===== src/rtl/imu_fp_pkg.sv =====
`timescale 1ns / 1ps
`default_nettype none
package imu_fp_pkg;

   localparam int FRAME_LEN = 11;
   localparam int FILL_W = 4;
   localparam int PAYLOAD_BYTES = FRAME_LEN - 3;
   localparam int PAYLOAD_W = 8 * PAYLOAD_BYTES;
   localparam int Q_DEPTH = 2;
   localparam int Q_PTR_W = 1;
   localparam int Q_CNT_W = 2;

   localparam logic [7:0] SYNC_BYTE = 8'h55;
   localparam logic [7:0] TYPE_MASK = 8'h50;

   localparam logic ST_FRAME   = 1'b0;
   localparam logic ST_HDR_ERR = 1'b1;

   typedef struct packed {
      logic                 status;
      logic [7:0]           frame_type;
      logic [PAYLOAD_W-1:0] payload;
      logic [7:0]           dropped;
   } entry_type;

endpackage
`default_nettype wire


===== src/rtl/imu_fp_front.sv =====
`timescale 1ns / 1ps
`default_nettype none
module imu_fp_front (
   input  wire                   clock,
   input  wire                   reset,
   input  wire                   accept,
   input  wire  [7:0]            rx_byte,
   output logic                  push,
   output imu_fp_pkg::entry_type entry
);
   import imu_fp_pkg::*;

   localparam logic [FILL_W-1:0] LAST = FILL_W'(FRAME_LEN - 1);

   logic [7:0]        win_ff [FRAME_LEN];
   logic [7:0]        win_in [FRAME_LEN];
   logic [FILL_W-1:0] fill_ff;
   logic [FILL_W-1:0] fill_in;
   logic              hdr_ok;

   assign hdr_ok = (win_ff[0] == SYNC_BYTE) && ((win_ff[1] & TYPE_MASK) == TYPE_MASK);

   always_comb begin
      win_in  = win_ff;
      fill_in = fill_ff;
      push    = 1'b0;
      entry   = '0;
      if (accept) begin
         if (fill_ff == LAST) begin
            push = 1'b1;
            if (hdr_ok) begin
               entry.status     = ST_FRAME;
               entry.frame_type = win_ff[1];
               for (int k = 0; k < PAYLOAD_BYTES; k++) begin
                  entry.payload[8*k +: 8] = win_ff[k+2];
               end
               fill_in = '0;
            end else begin
               entry.status  = ST_HDR_ERR;
               entry.dropped = win_ff[0];
               for (int i = 0; i < FRAME_LEN - 2; i++) begin
                  win_in[i] = win_ff[i+1];
               end
               win_in[FRAME_LEN-2] = rx_byte;
               fill_in = LAST;
            end
         end else begin
            win_in[fill_ff] = rx_byte;
            fill_in = fill_ff + 1'b1;
         end
      end
   end

   always_ff @(posedge clock) begin
      win_ff <= win_in;
      if (reset) begin
         fill_ff <= '0;
      end else begin
         fill_ff <= fill_in;
      end
   end

`ifndef ASSERT_OFF
   a_fill_range: assert property (@(posedge clock) disable iff (reset)
      fill_ff <= LAST) else $error("window fill count out of range");
   a_push_full: assert property (@(posedge clock) disable iff (reset)
      push |-> (accept && fill_ff == LAST)) else $error("result from partial window");
   a_err_keep: assert property (@(posedge clock) disable iff (reset)
      (accept && fill_ff == LAST && !hdr_ok) |=> (fill_ff == LAST))
      else $error("window not held full after header mismatch");
   a_ok_clear: assert property (@(posedge clock) disable iff (reset)
      (accept && fill_ff == LAST && hdr_ok) |=> (fill_ff == '0))
      else $error("window not cleared after frame");
`endif

endmodule
`default_nettype wire


===== src/rtl/imu_fp_queue.sv =====
`timescale 1ns / 1ps
`default_nettype none
module imu_fp_queue (
   input  wire                   clock,
   input  wire                   reset,
   input  wire                   push,
   input  imu_fp_pkg::entry_type push_entry,
   input  wire                   pop,
   output logic                  full,
   output logic                  not_empty,
   output imu_fp_pkg::entry_type head
);
   import imu_fp_pkg::*;

   entry_type          mem_ff [Q_DEPTH];
   logic [Q_PTR_W-1:0] wr_ptr_ff;
   logic [Q_PTR_W-1:0] wr_ptr_in;
   logic [Q_PTR_W-1:0] rd_ptr_ff;
   logic [Q_PTR_W-1:0] rd_ptr_in;
   logic [Q_CNT_W-1:0] count_ff;
   logic [Q_CNT_W-1:0] count_in;

   assign full      = (count_ff == Q_CNT_W'(Q_DEPTH));
   assign not_empty = (count_ff != '0);
   assign head      = mem_ff[rd_ptr_ff];

   always_comb begin
      wr_ptr_in = push ? wr_ptr_ff + 1'b1 : wr_ptr_ff;
      rd_ptr_in = pop ? rd_ptr_ff + 1'b1 : rd_ptr_ff;
      count_in  = count_ff;
      if (push && !pop) begin
         count_in = count_ff + 1'b1;
      end else if (pop && !push) begin
         count_in = count_ff - 1'b1;
      end
   end

   always_ff @(posedge clock) begin
      if (push) begin
         mem_ff[wr_ptr_ff] <= push_entry;
      end
      if (reset) begin
         wr_ptr_ff <= '0;
         rd_ptr_ff <= '0;
         count_ff  <= '0;
      end else begin
         wr_ptr_ff <= wr_ptr_in;
         rd_ptr_ff <= rd_ptr_in;
         count_ff  <= count_in;
      end
   end

endmodule
`default_nettype wire


===== src/rtl/imu_fp_back.sv =====
`timescale 1ns / 1ps
`default_nettype none
module imu_fp_back (
   input  wire                   clock,
   input  wire                   reset,
   input  wire                   q_valid,
   input  imu_fp_pkg::entry_type q_head,
   output logic                  q_pop,
   output logic                  rsp_valid,
   input  wire                   rsp_ready,
   output logic                  rsp_status,
   output logic [7:0]            rsp_frame_type,
   output logic signed [15:0]    rsp_word_a,
   output logic signed [15:0]    rsp_word_b,
   output logic signed [15:0]    rsp_word_c,
   output logic signed [15:0]    rsp_word_d,
   output logic [7:0]            rsp_dropped_byte
);
   import imu_fp_pkg::*;

   logic               valid_ff;
   logic               valid_in;
   logic               status_ff;
   logic [7:0]         type_ff;
   logic signed [15:0] word_a_ff;
   logic signed [15:0] word_b_ff;
   logic signed [15:0] word_c_ff;
   logic signed [15:0] word_d_ff;
   logic [7:0]         dropped_ff;

   // little-endian byte pairs from the window payload
   assign q_pop    = q_valid && (!valid_ff || rsp_ready);
   assign valid_in = q_pop || (valid_ff && !rsp_ready);

   always_ff @(posedge clock) begin
      if (q_pop) begin
         status_ff  <= q_head.status;
         type_ff    <= q_head.frame_type;
         word_a_ff  <= $signed(q_head.payload[15:0]);
         word_b_ff  <= $signed(q_head.payload[31:16]);
         word_c_ff  <= $signed(q_head.payload[47:32]);
         word_d_ff  <= $signed(q_head.payload[63:48]);
         dropped_ff <= q_head.dropped;
      end
      if (reset) begin
         valid_ff <= 1'b0;
      end else begin
         valid_ff <= valid_in;
      end
   end

   assign rsp_valid        = valid_ff;
   assign rsp_status       = status_ff;
   assign rsp_frame_type   = type_ff;
   assign rsp_word_a       = word_a_ff;
   assign rsp_word_b       = word_b_ff;
   assign rsp_word_c       = word_c_ff;
   assign rsp_word_d       = word_d_ff;
   assign rsp_dropped_byte = dropped_ff;

endmodule
`default_nettype wire


===== src/rtl/imu_frame_parser_unit.sv =====
`timescale 1ns / 1ps
`default_nettype none
// Byte-stream parser for 11-byte records that open with sync 0x55 and a type byte with bits
// 0x50 set. One word (byte) is taken per cycle while req_ready is high. Each time the window
// fills, one result word leaves: a full frame (type plus four signed little-endian words,
// checksum byte ignored) or a header error naming the dropped first byte, after which the
// window slides by one byte. A result passes through the two-entry result queue and then the
// output register on its way to the rsp port. req_ready falls only while that queue is full,
// that is when the rsp side has stalled long enough to back up the queue.
module imu_frame_parser_unit (
   input  wire                clock,
   input  wire                reset,
   input  wire                req_valid,
   output logic               req_ready,
   input  wire  [7:0]         req_rx_byte,
   output logic               rsp_valid,
   input  wire                rsp_ready,
   output logic               rsp_status,
   output logic [7:0]         rsp_frame_type,
   output logic signed [15:0] rsp_word_a,
   output logic signed [15:0] rsp_word_b,
   output logic signed [15:0] rsp_word_c,
   output logic signed [15:0] rsp_word_d,
   output logic [7:0]         rsp_dropped_byte
);
   import imu_fp_pkg::*;

   logic      accept;
   logic      push;
   logic      pop;
   logic      q_full;
   logic      q_valid;
   entry_type push_entry;
   entry_type head;

   assign req_ready = !q_full;
   assign accept    = req_valid && req_ready;

   imu_fp_front u_front (
      .clock   (clock),
      .reset   (reset),
      .accept  (accept),
      .rx_byte (req_rx_byte),
      .push    (push),
      .entry   (push_entry)
   );

   imu_fp_queue u_queue (
      .clock      (clock),
      .reset      (reset),
      .push       (push),
      .push_entry (push_entry),
      .pop        (pop),
      .full       (q_full),
      .not_empty  (q_valid),
      .head       (head)
   );

   imu_fp_back u_back (
      .clock            (clock),
      .reset            (reset),
      .q_valid          (q_valid),
      .q_head           (head),
      .q_pop            (pop),
      .rsp_valid        (rsp_valid),
      .rsp_ready        (rsp_ready),
      .rsp_status       (rsp_status),
      .rsp_frame_type   (rsp_frame_type),
      .rsp_word_a       (rsp_word_a),
      .rsp_word_b       (rsp_word_b),
      .rsp_word_c       (rsp_word_c),
      .rsp_word_d       (rsp_word_d),
      .rsp_dropped_byte (rsp_dropped_byte)
   );

endmodule
`default_nettype wire


===== config.mk =====
export PLATFORM = sky130hd
export DESIGN_NAME = imu_frame_parser_unit
export DESIGN_NICKNAME = d
export VERILOG_FILES = /design/src/rtl/imu_fp_pkg.sv /design/src/rtl/imu_fp_front.sv /design/src/rtl/imu_fp_queue.sv /design/src/rtl/imu_fp_back.sv /design/src/rtl/imu_frame_parser_unit.sv
export SDC_FILE = /design/constraint.sdc
export NUM_CORES = 1
export LEC_CHECK = 0
export BUFFER_PORTS_ARGS = -buffer_cell sky130_fd_sc_hd__buf_2
export CAP_MARGIN = 5
export CORE_MARGIN = 3
export CORE_UTILIZATION = 54
export DETAILED_ROUTE_END_ITERATION = 12
export HOLD_SLACK_MARGIN = 0.06
export PLACE_DENSITY_LB_ADDON = 0.1
export SYNTH_ARGS = -nofsm -noshare
export SYNTH_HDL_FRONTEND = slang
export SYNTH_SLANG_ARGS = --single-unit

===== constraint.sdc =====
create_clock -name clock -period 3.6 [get_ports clock]
set_clock_uncertainty 0.2 [all_clocks]
set_input_delay 0.36 -clock clock [delete_from_list [all_inputs] [get_ports clock]]
set_output_delay 0.36 -clock clock [all_outputs]
set_load 0.005 [all_outputs]

Yosys cells after proc, flatten, opt, wreduce, memory -nomap -nowiden
Memories as Yosys holds them, arrays and structs flattened. A register that Yosys moved wholly into a read port is not among the register bits.
Index checks and enable logic that the tools add are counted.
- register bits: 97
- logic and storage cells: 67
- memory bits (writable): 162
- output and inout port bits: 83
- input port bits: 12
- memories kept: 1
- order comparisons: 2
- equality and inequality tests: 5
- muxes and demuxes: 18
- reduce and logical (&&, ||, !) cells: 18
- bitwise gates (word level): 2
- $add $sub $neg: 5
- memory list (name ; words ; bits a word ; rd ports ; clocked after Yosys merged registers in ; write ports ; line ; source):
    u_queue.mem_ff ; 2 ; 81 ; 1 ; 1 ; 1 ; imu_fp_queue.sv:15 ; entry_type mem_ff [Q_DEPTH];
- operators with widths (cell ; number):
    $mux 81 ; 2
    $mux 80 ; 2
    $bwmux 88 ; 1
    $mux 72 ; 1
    $demux 8 s4 ; 1
    $mux 8 ; 2
    $eq 8x7->1 const B ; 1
    $mux 4 ; 2
    $logic_and 1x1->1 ; 7
    $ge 5x5->1 const B ; 1
    $logic_not 1->1 ; 5
    $lt 5x1->1 const B ; 1
    $mux 1 ; 5
    $not 4->5 ; 1
    $add 4x1->4 const B ; 1
    $eq 2x2->1 const B ; 2
    $eq 4x4->1 const B ; 1
    $mux 2 ; 2
    $reduce_and 2->1 ; 2
    $reduce_bool 2->1 ; 2
    $add 1x1->1 const B ; 2
    $add 2x1->2 const B ; 1
    $logic_or 1x1->1 ; 2
    $ne 2x2->1 const B ; 1
    other kinds (2) ; 2

Logic depth before layout (Yosys ltp)
- depth in word-level cells: 8
- gate-level depth with buffers: 12
- gate-level depth less buffers: 9

By module
A second synthesis with hierarchy kept.
- cells, all modules: 744
- area total of the unflattened synthesis: 12976.2 um2
- modules (own cells, without submodules) (module ; area each (um2) ; instances ; seq. area each (um2) ; cells an instance):
    imu_fp_queue ; 6084.6 ; 1 ; 4964.8 ; 274
    imu_fp_front ; 4394.2 ; 1 ; 2482.4 ; 382
    imu_fp_back ; 2487.4 ; 1 ; 2452.4 ; 86
    imu_frame_parser_unit ; 10.0 ; 1 ; 0.0 ; 2

Least setup slack after synthesis
No wires, ideal clock.
- kind: reg-to-reg
- from: reg u_front.fill_ff[0]
- to: mem u_queue.mem_ff[1][0] (netlist bit) (enable)
- period minus slack after synthesis: 3.840 ns
- data arrival time: 3.192 ns
- buffers on the path: 2
- setup time: 0.449 ns
- setup slack: -0.240 ns
- stages on the path, launching flop included: 7
- data required time: 2.951 ns
- path through: dfxtp_1 > inv_1 > ha_1 > and3b_1 > buf_2 > clkbuf_1 > and3_1
- longest elaborated chain between the ends: 5
- ends and longest elaborated chain (item ; line ; source):
    from (decl) ; imu_fp_front.sv:17 ; logic [FILL_W-1:0] fill_ff;
    from (signal assigned) ; imu_fp_front.sv:59 ; fill_ff <= fill_in;
    $eq 4x4->1 ; imu_fp_front.sv:29 ; if (fill_ff == LAST) begin
    $mux 1 ; imu_fp_front.sv:29 ;
    $mux 1 ; imu_fp_front.sv:28 ; if (accept) begin
    $mux 1 ; imu_fp_queue.sv:39 ; if (push) begin
    $mux 1 (not written as such) ; imu_fp_queue.sv:40 ; mem_ff[wr_ptr_ff] <= push_entry;
    to (decl) ; imu_fp_queue.sv:15 ;
No other way between the ends.

Worst setup path in the final report
- from: reg u_front.fill_ff[0]
- to: mem u_queue.mem_ff[0][22] (netlist bit) (enable)
The elaborated chain is that of the path after synthesis.

==> impl_metrics.toml <==
[worst_setup_path]
rr_worst_depth = 6
required_ns = 3.58
start_kind = "flip-flop"
crit_fanout = 35
end_kind = "flip-flop"
worst-endpoint-arrival_ns = 2.96
crit_type = "reg2reg"

[drt]
wl_mm = 25.90
drt_iter0_drc = 546
wire_per_inst_um = 21.09
routed_via_density = 5.612
vias = 6892
drt_first_pass_iters = 5
drc = 0
antenna_left = 0

[power]
irDropWorstVdd_v = 0.0009165
p_per_area_nw_per_um2 = 659.1
p_leak_nw = 5.356

[cts]
cts.path.max_buffers = 3
cts_num_sinks = 332
clk_latency_ns = 0.49
clockRootBuffer = "clkbuf_16"
htreeDepth = 2
cts_buffers = 34
tritoncts = "yes"
hold_buffers = 4
cts_setup_buffers = 0
post_cts_resized = 0
cts.clk_slew.worst_paths_ns = 0.06

[logic_synthesis]
dominantRegCellSynth = "edfxtp_1"
synth_edf_count = 323
yosysWarnings = 0
synthArstFlopShare_pct = 0
ys_ff_latch = 332
synth_cell_types = 48
synth_area_per_cell_um2 = 16.55
syn_area_um2 = 13170
seq_area_frac_synth_pct = 74.99
synthCells = 796
syn_nets = 813

[sta]
period_share_pct = 82.77
finalSetupViolCount = 0
period_needed_ns = 2.980
rsz0062_at_grt = "false"
drv_slew = 0
fin_setup_tns_ns = 0
relSlewSlack_pct = 22.07
fmax_ghz = 0.3356
worst_slew_pin_slew_ns = 1.169
final-hold-violation-count = 0

[placement]
place_congestion = 0.8995
portBuffers = 94
hpwl_mm = 16.11
place_area_um2 = 13920

[global_routing]
grt_pass1_wl_mm = 40.68
grt_pass1_vias = 7025
grt_overflow = 0
grt_max_degree = 84
antenna_found_initial = 0
track_usage_pct = 19.93

[flow_run]
maxCapViolCount = 0

[min_path]
hold_path.class = "in2reg"
whs_path_depth = 2

[floorplanning]
io-pin-count = 95
die_x_um = 162.2
initial_utilization_pct = 55.46
die_area_um2 = 26310
fp-row-count = 56
die_h_um = 162.2
core_um2 = 23750

[layout]
fin_area_um2 = 15070
area_delta_synth_final_pct = 14.43
n_antenna_cell = 0
drive_gt1_share_pct = 29.04
nets = 905
nFillCells = 1743

[run_status]
status = "completed"
layer usage:
layer / track usage (%) / up-vias / wire length, um
met2: 31.72 / 240 / 12310
met5: 0 / - / 0
met1: 28.66 / 3434 / 11580
met4: 5.312 / 0 / 558
li1: - / 3171 / -
met3: 3.851 / 47 / 1461
cells by family after synthesis:
family,count (synthesis),share of synthesized area [%]
DFF,332,74.99
muxes,89,7.532
and+or+nand+nor,142,6.715
xor gates and xnor gates,2,0.1330
buffers and inverters,135,4.530
adders and majority gates,5,0.4749
AOI/OAI and AO/OA,91,5.623
state kept, by name (all words and copies together), names as in the netlist, 2 cells and up:
name / cells
u_queue.count_ff: 2
u_front.win_ff: 80
u_back.rsp_word_d: 16
u_front.fill_ff: 4
u_back.rsp_word_b: 16
u_back.rsp_word_a: 16
u_back.rsp_frame_type: 8
u_back.rsp_dropped_byte: 8
u_queue.mem_ff: 162
u_back.rsp_word_c: 16
power breakdown:
part           internal, mW  switching, mW  total [mW]
sequential             4.86          0.280        5.14
clock                  2.15           1.34        3.48
combinational         0.613          0.703        1.32
total                  7.62           2.32        9.94
worst max-delay path, cell delays in order (launching register included):
cell and delay, ns:
dfxtp_1 0.35, inv_1 0.12, ha_1 0.44, nand3b_1 0.29, or4_1 0.51, inv_2 0.44
buf_12 0.31
final cells by class:
cell class                      count  area (um^2)  area share [%]
Tap cell                          319        399.1           2.648
Inverter                           78        294.0           1.951
Clock inverter                     12        156.4           1.038
Timing Repair Buffer              113        673.1           4.465
Multi-Input combinational cell    329         2713           17.99
Sequential cell                   332         9883           65.56
Clock buffer                       45        955.9           6.341
worst paths after layout:
path | startpoint | slack [ns] | endpoint
hold / removal | req_rx_byte[5] | 0.23 | u_front.win_ff[13]
setup / recovery | u_front.fill_ff[0] | 0.62 | u_queue.mem_ff[0][22]
hold reg to reg | u_queue.wr_ptr_ff | 0.30 | u_queue.wr_ptr_ff
setup reg to reg | u_front.fill_ff[0] | 0.62 | u_queue.mem_ff[0][22]
through the flow:
step                      total power [mW]  instances  worst slack (ns)  hold WS (ns)  utilization, %
after floorplan                      5.950        796            0.1420        0.2515               -
after global placement               6.505       1167            0.7053        0.2932           58.61
after detailed placement             6.559       1167            0.6253        0.2866           58.61
after CTS                            10.05       1228            0.6212        0.2062           63.46
after global routing                 10.37       1228            0.4122        0.2145           63.46
final                                9.935       1228            0.6202        0.2274           63.46
synthesized netlist by cell type (2+ instances only):
master,instances,area share (%)
a211oi_1,2,0.11
a21oi_1,5,0.19
a22o_1,56,3.7
a22oi_1,8,0.46
and2_1,14,0.66
and3_1,3,0.14
and3b_1,2,0.13
buf_2,21,0.80
buf_4,3,0.17
buf_6,7,0.60
clkbuf_1,26,0.74
dfxtp_1,9,1.4
edfxtp_1,323,74
ha_1,5,0.47
inv_1,77,2.2
mux2_2,81,6.9
mux2i_1,8,0.61
nand2b_1,3,0.14
nand4_1,2,0.095
nor2_1,16,0.46
nor2b_1,11,0.52
nor3_1,52,2.0
nor3_2,19,1.4
nor3b_1,7,0.40
o21ai_0,5,0.19
o2bb2ai_1,6,0.40
or3_1,3,0.14
xor2_1,2,0.13
cell usage in the layout (no fill, tap or decap), drive strengths merged, types with 3 or more instances in the layout:
cell         synthesis  final
a21oi                5      5
a22o                56     56
a22oi                8      8
and2                14     14
and3                 3      3
buf                 31    109
bufinv               0      4
clkbuf              26     45
clkinv               0      9
dfxtp                9      9
dlygate4sd3          0      4
edfxtp             323    323
ha                   5      5
inv                 78     77
mux2                81     81
mux2i                8      8
nand2b               3      3
nor2                16     16
nor2b               12     12
nor3                71     71
nor3b                7      7
o21ai                6      6
o2bb2ai              6      6
or3                  3      3
No activity file was read; power rests on OpenSTA's default activity.
